$ cat src/design/execution_time_stats_accumulator_assert.svh
// Assertion macros for the execution time statistics accumulator
`ifndef EXECUTION_TIME_STATS_ACCUMULATOR_ASSERT_SVH
`define EXECUTION_TIME_STATS_ACCUMULATOR_ASSERT_SVH

// same-cycle implication, clocked on clk_i, off during reset
`define ETS_ASSERT_IMPLY(lbl, ante, cons) \
  lbl: assert property (@(posedge clk_i) disable iff (!rst_ni) (ante) |-> (cons)) \
    else $error("assertion failed");

// next-cycle implication
`define ETS_ASSERT_NEXT(lbl, ante, cons) \
  lbl: assert property (@(posedge clk_i) disable iff (!rst_ni) (ante) |=> (cons)) \
    else $error("assertion failed");

`endif

$ cat src/design/ets_pkg.sv
// Shared types, constants and helpers of the execution time statistics accumulator
package ets_pkg;

  localparam int SLOTS     = 256;
  localparam int KINDS     = 3;
  localparam int FRAC_BITS = 16;
  localparam int SLOT_W    = 8;
  localparam int KIDX_W    = 10;
  localparam int KDEPTH    = SLOTS * KINDS;

  localparam logic [39:0] MAX40 = {40{1'b1}};
  localparam logic [47:0] MAX48 = {48{1'b1}};
  localparam logic [62:0] MAX63 = {63{1'b1}};

  localparam logic [1:0] ORIGIN_GENERIC = 2'd1;
  localparam logic [1:0] ORIGIN_CUSTOM  = 2'd2;

  typedef struct packed {
    logic [SLOT_W-1:0] slot;
    logic [1:0]        kind;
    logic [31:0]       dur;
    logic [31:0]       rows;
    logic [9:0]        wp;
    logic [9:0]        ws;
    logic [1:0]        origin;
  } item_t;

  typedef struct packed {
    logic [39:0] count;
    logic [47:0] total;
    logic [31:0] min;
    logic [31:0] max;
    logic [47:0] mean;
    logic [62:0] varsum;
  } kind_rec_t;

  typedef struct packed {
    logic [47:0] rows;
    logic [47:0] planned;
    logic [47:0] started;
    logic [39:0] generic;
    logic [39:0] custom;
  } slot_rec_t;

  typedef struct packed {
    kind_rec_t k;
    slot_rec_t s;
  } result_t;

  typedef struct packed {
    logic empty;
    logic full;
  } q_stat_t;

  typedef struct packed {
    logic clearing;
    logic pop;
  } b_stat_t;

  function automatic logic [47:0] sat_add48(logic [47:0] a, logic [47:0] b);
    logic [48:0] s;
    s = {1'b0, a} + {1'b0, b};
    return s[48] ? MAX48 : s[47:0];
  endfunction

  function automatic logic [39:0] sat_inc40(logic [39:0] a);
    return (a == MAX40) ? MAX40 : a + 40'd1;
  endfunction

endpackage

$ cat src/design/ets_queue.sv
// Two-entry request queue between front and back
module ets_queue (
  input  logic            clk_i,
  input  logic            rst_ni,
  input  logic            push_i,
  input  ets_pkg::item_t  item_i,
  input  logic            pop_i,
  output ets_pkg::item_t  head_o,
  output ets_pkg::q_stat_t stat_o
);
  import ets_pkg::*;

  item_t      buf_q [2];
  logic       wp_q, rp_q;
  logic [1:0] cnt_q;

  always_ff @(posedge clk_i or negedge rst_ni) begin
    if (!rst_ni) begin
      wp_q  <= 1'b0;
      rp_q  <= 1'b0;
      cnt_q <= 2'd0;
    end else begin
      if (push_i) wp_q <= ~wp_q;
      if (pop_i) rp_q <= ~rp_q;
      cnt_q <= cnt_q + 2'(push_i) - 2'(pop_i);
    end
  end

  always_ff @(posedge clk_i) begin
    if (push_i) buf_q[wp_q] <= item_i;
  end

  assign head_o       = buf_q[rp_q];
  assign stat_o.empty = (cnt_q == 2'd0);
  assign stat_o.full  = (cnt_q == 2'd2);

endmodule

$ cat config.mk
export PLATFORM = sky130hd
export DESIGN_NAME = ets_queue
export DESIGN_NICKNAME = d
export VERILOG_FILES = /design/src/design/execution_time_stats_accumulator_assert.svh /design/src/design/ets_pkg.sv /design/src/design/ets_queue.sv
export SDC_FILE = /design/constraint.sdc
export NUM_CORES = 1
export LEC_CHECK = 0
export ABC_AREA = 1
export ABC_CLOCK_PERIOD_IN_PS = 9600
export CORE_MARGIN = 2
export CORE_UTILIZATION = 29
export CTS_CLUSTER_DIAMETER = 150
export DETAILED_ROUTE_END_ITERATION = 12
export DONT_BUFFER_PORTS = 1
export GPL_TIMING_DRIVEN = 0
export PLACE_DENSITY_LB_ADDON = 0.2
export REMOVE_ABC_BUFFERS = 1
export SYNTH_ARGS = -nofsm -noshare
export SYNTH_HDL_FRONTEND = slang
export SYNTH_SLANG_ARGS = --single-unit
$ cat constraint.sdc
create_clock -name clk_i -period 9.6 [get_ports clk_i]
set_clock_uncertainty 0.05 [all_clocks]
set_input_delay 0.96 -clock clk_i [delete_from_list [all_inputs] [get_ports clk_i]]
set_output_delay 0.96 -clock clk_i [all_outputs]
set_load 0.01 [all_outputs]
==> results of run 1 <==
## cells by family after synthesis
family,count (synthesis),synth area share (%)
DFF,196,79.85
AOI/OAI and AO/OA,96,6.541
buffers and inverters,124,7.597
and+or+nand+nor,106,5.433
xor gates and xnor gates,2,0.2385
adders and majority gates,2,0.3406
## through the flow
| step | hold slack, ns | instances | util (%) | power (mW) |
|---|---|---|---|---|
| floorplan | 0.4134 | 505 | - | 1.642 |
| global placement | 0.4271 | 835 | 30.30 | 1.827 |
| detailed placement | 0.4881 | 842 | 31.04 | 1.820 |
| CTS | 0.1446 | 874 | 33.52 | 2.571 |
| global route | 0.1447 | 874 | 33.52 | 2.673 |
| finish | 0.1768 | 874 | 33.52 | 2.512 |
## sequential cells by signal, indices dropped and copies added (netlist names)
| signal | count |
|---|---|
| buf_q | 192 |
| cnt_q | 2 |
| rp_q | 1 |
| wp_q | 1 |
## placed cells by master, fill, tap and decap left out
master / netlist / layout
dfrtp_4: 0 / 1
nor2_4: 0 / 1
inv_6: 0 / 1
buf_16: 0 / 4
inv_4: 0 / 1
clkinv_2: 0 / 1
bufinv_16: 0 / 3
ha_1: 2 / 2
inv_1: 103 / 102
xor2_1: 2 / 2
o21ai_0: 88 / 88
o21ai_1: 8 / 8
nand2_1: 102 / 102
clkinv_4: 0 / 4
inv_8: 0 / 4
dfrtp_1: 4 / 3
clkinv_1: 0 / 1
clkbuf_16: 0 / 17
clkinvlp_4: 0 / 1
nand3_1: 1 / 1
buf_12: 0 / 3
edfxtp_1: 192 / 192
nor2_1: 3 / 2
## metal layers
metal / part of all wire [%] / track usage [%]
met4: 1.1 / 3.982
met2: 50 / 16.90
met3: 12 / 5.790
met1: 37 / 10.86
met5: 0 / 0
## power by group through the flow
| stage | clock [mW] | sequential [mW] | combinational [mW] |
|---|---|---|---|
| finish | 0.741 | 1.20 | 0.573 |
| global route | 0.804 | 1.22 | 0.652 |
| CTS | 0.771 | 1.20 | 0.600 |
| detailed placement | 0 | 1.22 | 0.600 |
| global placement | 0 | 1.33 | 0.499 |
| floorplan | 0 | 1.27 | 0.372 |
## worst max path at each step
stage                       from      endpoint  slack (ns)  depth (start not counted)
final                       rp_q    head_o[79]        6.63                          2
after global placement    push_i  buf_q[0][15]        1.37                          2
after CTS                   rp_q    head_o[79]        6.50                          2
after floorplan           push_i   buf_q[0][0]        3.98                          2
after detailed placement    rp_q    head_o[79]        6.96                          2
after global routing        rp_q    head_o[79]        6.39                          2
## cell type report
type | count | area [um^2] | share of cell area (%)
Clock buffer | 17 | 425.4 | 5.069
Clock inverter | 15 | 195.2 | 2.326
Inverter | 103 | 389.1 | 4.637
Multi-Input combinational cell | 206 | 929.6 | 11.08
Sequential cell | 196 | 5869 | 69.94
Tap cell | 330 | 412.9 | 4.920
Timing Repair Buffer | 7 | 170.2 | 2.028
==> impl_metrics.csv, run 1 <==
group,metric,value,unit
status,status,"complete, no violations",
synth,yosys-top-cells-count,"192 x edfxtp_1, 103 x inv_1, 102 x nand2_1",
cells_and_area,antenna_cells,0,
cells_and_area,nFillCells,2438,
placed_design,dpl_worst_slack,6.963,ns
synth,synth-async-reset-ratio,2.041,%
synth,synth_edf_count,192,
timing,rsz0062_at_grt,"no",
cts,ctsHoldBuffers,0,
global_route,grt_pass1_vias,3526,
placed_design,io_buffers,0,
placed_design,placed_area,7771,um^2
critical_path,required,8.59,ns
drt,drc_errors,0,
global_route,antenna_found_initial,0,
critical_path,crit_fanout,88,
timing,setup-violations-final,0,
global_route,grt_use_total,10.24,%
cts,path_clk_slew,0.07,ns
drt,wire_per_inst,15.23,um
pwr,power.density,299.3,nW/um^2
synth,synth_area_leaders,"edfxtp_1 78%, o21ai_0 6.0%, inv_1 5.3%",
cts,postCtsResizedCells,0,
timing,fmax,336.7,MHz
cts,clk_latency,0.42,ns
synth,yosysMostFrequentCell,"edfxtp_1",
synth,synth-seq-cells,196,
cells_and_area,layout-drive-gt1-share,7.537,%
synth,synthFlopType,"edfxtp_1",
floorplan,die_area,26620,um^2
synth,synthDistinctLibCells,14,
floorplan,ios,198,
critical_path,r2r-start,"wp_q",
timing,slew-limit-headroom,57.48,%
critical_path,slowest_delay,0.66,ns
flow_run,maxCapViolCount,0,
synth,yosysSeqAreaShare,79.85,%
floorplan,row_count,58,
pwr,sw_frac_of_total,32.76,%
drt,drt_pre_antenna_iters,4,
pwr,switchingPower,0.8228,mW
critical_path,cpLargestDelayFamily,"flip-flops",
pwr,power.leakage,3.160,nW
placed_design,gp_congestion,0.6333,
cts,post_cts_buffers,0,
timing,finalCritPeriodShare,30.94,%
global_route,grt_max_degree,89,
cts,cts_buffers,17,
critical_path,crit_arrival,1.96,ns
synth,yosysTopAreaCellShare,78.49,%
drt,postRouteWirelength,13.31,mm
synth,yosysWarnings,0,
synth,syn_inst,526,
cells_and_area,post-route-cell-area,8392,um^2
cts,clock_path_buffers,2,
floorplan,die_h,163.2,um
hold_path,hp-class,"in2async",
critical_path,worstPathCellList,"buf_16 > o21ai_0",
cts,cts_tree,"done",
critical_path,critPathSlowestCell,"dfrtp_4",
floorplan,fp.dieW,163.2,um
critical_path,reg2regPathDepth,4,
drt,num_vias,3555,
pwr,power_frac_seq,47.7,%
timing,hold_violations,0,
synth,yosysTopAreaCell,"edfxtp_1",
cts,root_buffer,"clkbuf_16",
timing,drv_slew,0,
drt,ant_nets,0,
timing,setup_tns,0,ns
pwr,comb_power_share,22.8,%
global_route,grt_pass1_wl,20.20,mm
timing,post-route-worst-setup-slack,6.630,ns
cts,cts_sinks,196,
critical_path,critPathCaptureType,"output port",
synth,avgSynthCellArea,13.97,um^2
pwr,p_int,1.689,mW
timing,min_period,2.970,ns
drt,drt_iter0_drc,181,
synth,synth_area,7346,um^2
drt,avgViaCountPerCell,4.068,
placed_design,dpl.hpwl,8.811,mm
cells_and_area,areaGrowthSynthToFinish,14.24,%
critical_path,path_buf_inv,1,
floorplan,start_util,29.34,%
floorplan,core,25040,um^2
pwr,clock_power_share,29.5,%
critical_path,crit_path_start_kind,"register",
critical_path,r2r_setup_slack,7.74,ns
global_route,overflow,0,
cts,htreeDepth,4,
timing,worst_pin_slew,0.6311,ns
critical_path,r2r-end,"buf_q[0][86]",
critical_path,critPathKind,"reg2out",
cells_and_area,num-nets-final,633,
pwr,ir_worst_vdd,0.1005,mV
Note: power is estimated with default switching activity, not from simulation.
==> inputs of run 2 (changes only) <==
--- a/config.mk
+++ b/config.mk
@@ -5,8 +5,8 @@
 export SDC_FILE = /design/constraint.sdc
 export NUM_CORES = 1
 export LEC_CHECK = 0
-export ABC_AREA = 1
-export ABC_CLOCK_PERIOD_IN_PS = 9600
+export ABC_AREA = 0
+export ABC_CLOCK_PERIOD_IN_PS = 2500
 export CORE_MARGIN = 2
 export CORE_UTILIZATION = 29
 export CTS_CLUSTER_DIAMETER = 150
==> constraint.sdc (replaced) <==
create_clock -name clk_i -period 2.5 [get_ports clk_i]
set_clock_uncertainty 0.05 [all_clocks]
set_input_delay 0.25 -clock clk_i [delete_from_list [all_inputs] [get_ports clk_i]]
set_output_delay 0.25 -clock clk_i [all_outputs]
set_load 0.01 [all_outputs]
==> impl_metrics.csv, run 2 <==
group,metric,value,unit
drt,postRouteWirelength,13.46,mm
pwr,ir_worst_vdd,0.5087,mV
placed_design,gp_congestion,0.6412,
synth,yosysMostFrequentCell,"edfxtp_1",
synth,synth_area_leaders,"edfxtp_1 80%, mux2_2 10%, mux2_4 6.2%",
critical_path,crit_path_start_kind,"register",
cells_and_area,post-route-cell-area,9353,um^2
synth,yosysTopAreaCell,"edfxtp_1",
critical_path,critPathCaptureType,"output port",
cts,htreeDepth,4,
cells_and_area,layout_common_cells,"192 x edfxtp_1, 99 x dlygate4sd3_1, 66 x mux2_2",
synth,synth-seq-cells,196,
synth,synth_area,7242,um^2
timing,worst_pin_slew,0.6481,ns
synth,synth_edf_count,192,
global_route,antenna_found_initial,0,
flow_run,maxCapViolCount,0,
cts,path_clk_slew,0.07,ns
cells_and_area,areaGrowthSynthToFinish,29.15,%
timing,setup-violations-final,0,
placed_design,placed_area,7732,um^2
placed_design,dpl.hpwl,8.228,mm
cts,root_buffer,"clkbuf_16",
cts,clock_path_buffers,2,
pwr,power.leakage,3.207,nW
timing,finalCritPeriodShare,89.84,%
synth,avgSynthCellArea,23.06,um^2
global_route,grt_use_total,10.44,%
synth,yosysSeqAreaShare,81.00,%
cells_and_area,nFillCells,2261,
cts,postCtsResizedCells,0,
placed_design,io_buffers,0,
drt,avgViaCountPerCell,4.250,
floorplan,die_h,162.0,um
synth,yosysWarnings,0,
drt,wire_per_inst,17.62,um
floorplan,die_area,26250,um^2
critical_path,critPathKind,"reg2out",
global_route,grt_pass1_wl,20.49,mm
drt,drt_pre_antenna_iters,4,
status,status,"complete, no violations",
pwr,power.density,1077,nW/um^2
synth,syn_inst,314,
drt,drc_errors,0,
synth,yosysTopAreaCellShare,79.61,%
drt,ant_nets,0,
cts,cts_tree,"done",
cells_and_area,final_common_cell,"edfxtp_1",
cts,cts_sinks,196,
timing,hold_violations,0,
cells_and_area,top_register,"buf_q",
global_route,grt_max_degree,63,
critical_path,required,2.20,ns
cells_and_area,top_regs,"buf_q x192, cnt_q x2",
cells_and_area,layout-drive-gt1-share,30.45,%
floorplan,row_count,57,
placed_design,dpl_worst_slack,0.4048,ns
synth,synthFlopType,"edfxtp_1",
timing,post-route-worst-setup-slack,0.2540,ns
timing,rsz0062_at_grt,"no",
floorplan,start_util,29.69,%
cts,clk_latency,0.41,ns
hold_path,hp-class,"in2async",
global_route,overflow,0,
timing,slew-limit-headroom,56.70,%
floorplan,fp.dieW,162.0,um
cells_and_area,largest_register_ff_count,192,
critical_path,crit_fanout,47,
floorplan,core,24390,um^2
floorplan,ios,198,
global_route,grt_pass1_vias,3598,
timing,fmax,445.2,MHz
cells_and_area,antenna_cells,0,
cells_and_area,num-nets-final,530,
cts,cts_buffers,17,
critical_path,crit_arrival,1.95,ns
timing,min_period,2.246,ns
drt,drt_iter0_drc,160,
synth,yosys-top-cells-count,"192 x edfxtp_1, 66 x mux2_2, 30 x mux2_4",
synth,synth-async-reset-ratio,2.041,%
timing,drv_slew,0,
drt,num_vias,3247,
synth,synthDistinctLibCells,13,
## run 2: cells by family after synthesis
group                      count (synthesis)  share of synthesized area (%)
xor gates and xnor gates                   3                         0.5702
DFF                                      196                          81.00
adders and majority gates                  2                         0.3455
and+or+nand+nor                            4                         0.3110
buffers and inverters                     13                          1.296
muxes                                     96                          16.48
## run 2: power breakdown
group | switching, mW | internal [mW]
registers | 0.240 | 4.36
logic | 1.42 | 1.21
clock network | 1.17 | 1.68
total | 2.83 | 7.24
## run 2: path summary, 6_finish.rpt
check | start | end | slack [ns] | cells past startpoint
worst max register to register | wp_q | buf_q[0][73] | 0.51 | 4
worst min register to register | wp_q | wp_q | 0.49 | 1
worst max-delay path | rp_q | head_o[2] | 0.25 | 2
min in group clk_i | pop_i | cnt_q[1] | 0.18 | 2
max in group asynchronous | rst_ni | rp_q | 2.12 | 1
worst min-delay path | rst_ni | cnt_q[1] | 0.07 | 1
## run 2: what timing repair did
action                                 4_1_cts  5_1_grt
buffers inserted                             1        0
hold buffers                                99        0
setup endpoints to repair                   26        0
endpoints found under the hold margin      199        0
## run 2: area by class of cell
| class | instances | area (um^2) | share of cell area, % |
|---|---|---|---|
| multi-input combinational | 105 | 1292 | 13.82 |
| clock buffer | 19 | 432.9 | 4.629 |
| sequential | 196 | 5869 | 62.76 |
| clock inverter | 12 | 176.4 | 1.886 |
| tap | 324 | 405.4 | 4.334 |
| inverter | 2 | 7.507 | 0.08027 |
| timing repair buffer | 106 | 1169 | 12.49 |
## run 2: worst max-delay path, cell delays in order, from the launching register on
cell and delay, ns:
dfrtp_4 0.72, buf_16 0.32, mux2_2 0.42
## run 2: metal layers
metal | vias up | global-route usage [%] | part of all wire, %
met2 | 129 | 17.37 | 50
met4 | 0 | 3.741 | 1.2
met1 | 1638 | 12.07 | 41
li1 | 1471 | - | -
met3 | 9 | 4.443 | 8.1
met5 | - | 0 | 0
## run 2: metrics by stage
stage | total power [mW] | hold WS [ns] | setup TNS (ns) | instances | util, %
after global placement | 6.568 | -0.09534 | -944.71 | 627 | 31.00
after floorplan | 6.656 | -0.09559 | -413.66 | 303 | -
after global routing | 10.57 | 0.05586 | 0 | 764 | 38.35
after detailed placement | 7.196 | -0.09535 | 0 | 633 | 31.70
final | 10.07 | 0.06530 | 0 | 764 | 38.35
after CTS | 10.30 | 0.03961 | 0 | 764 | 38.35
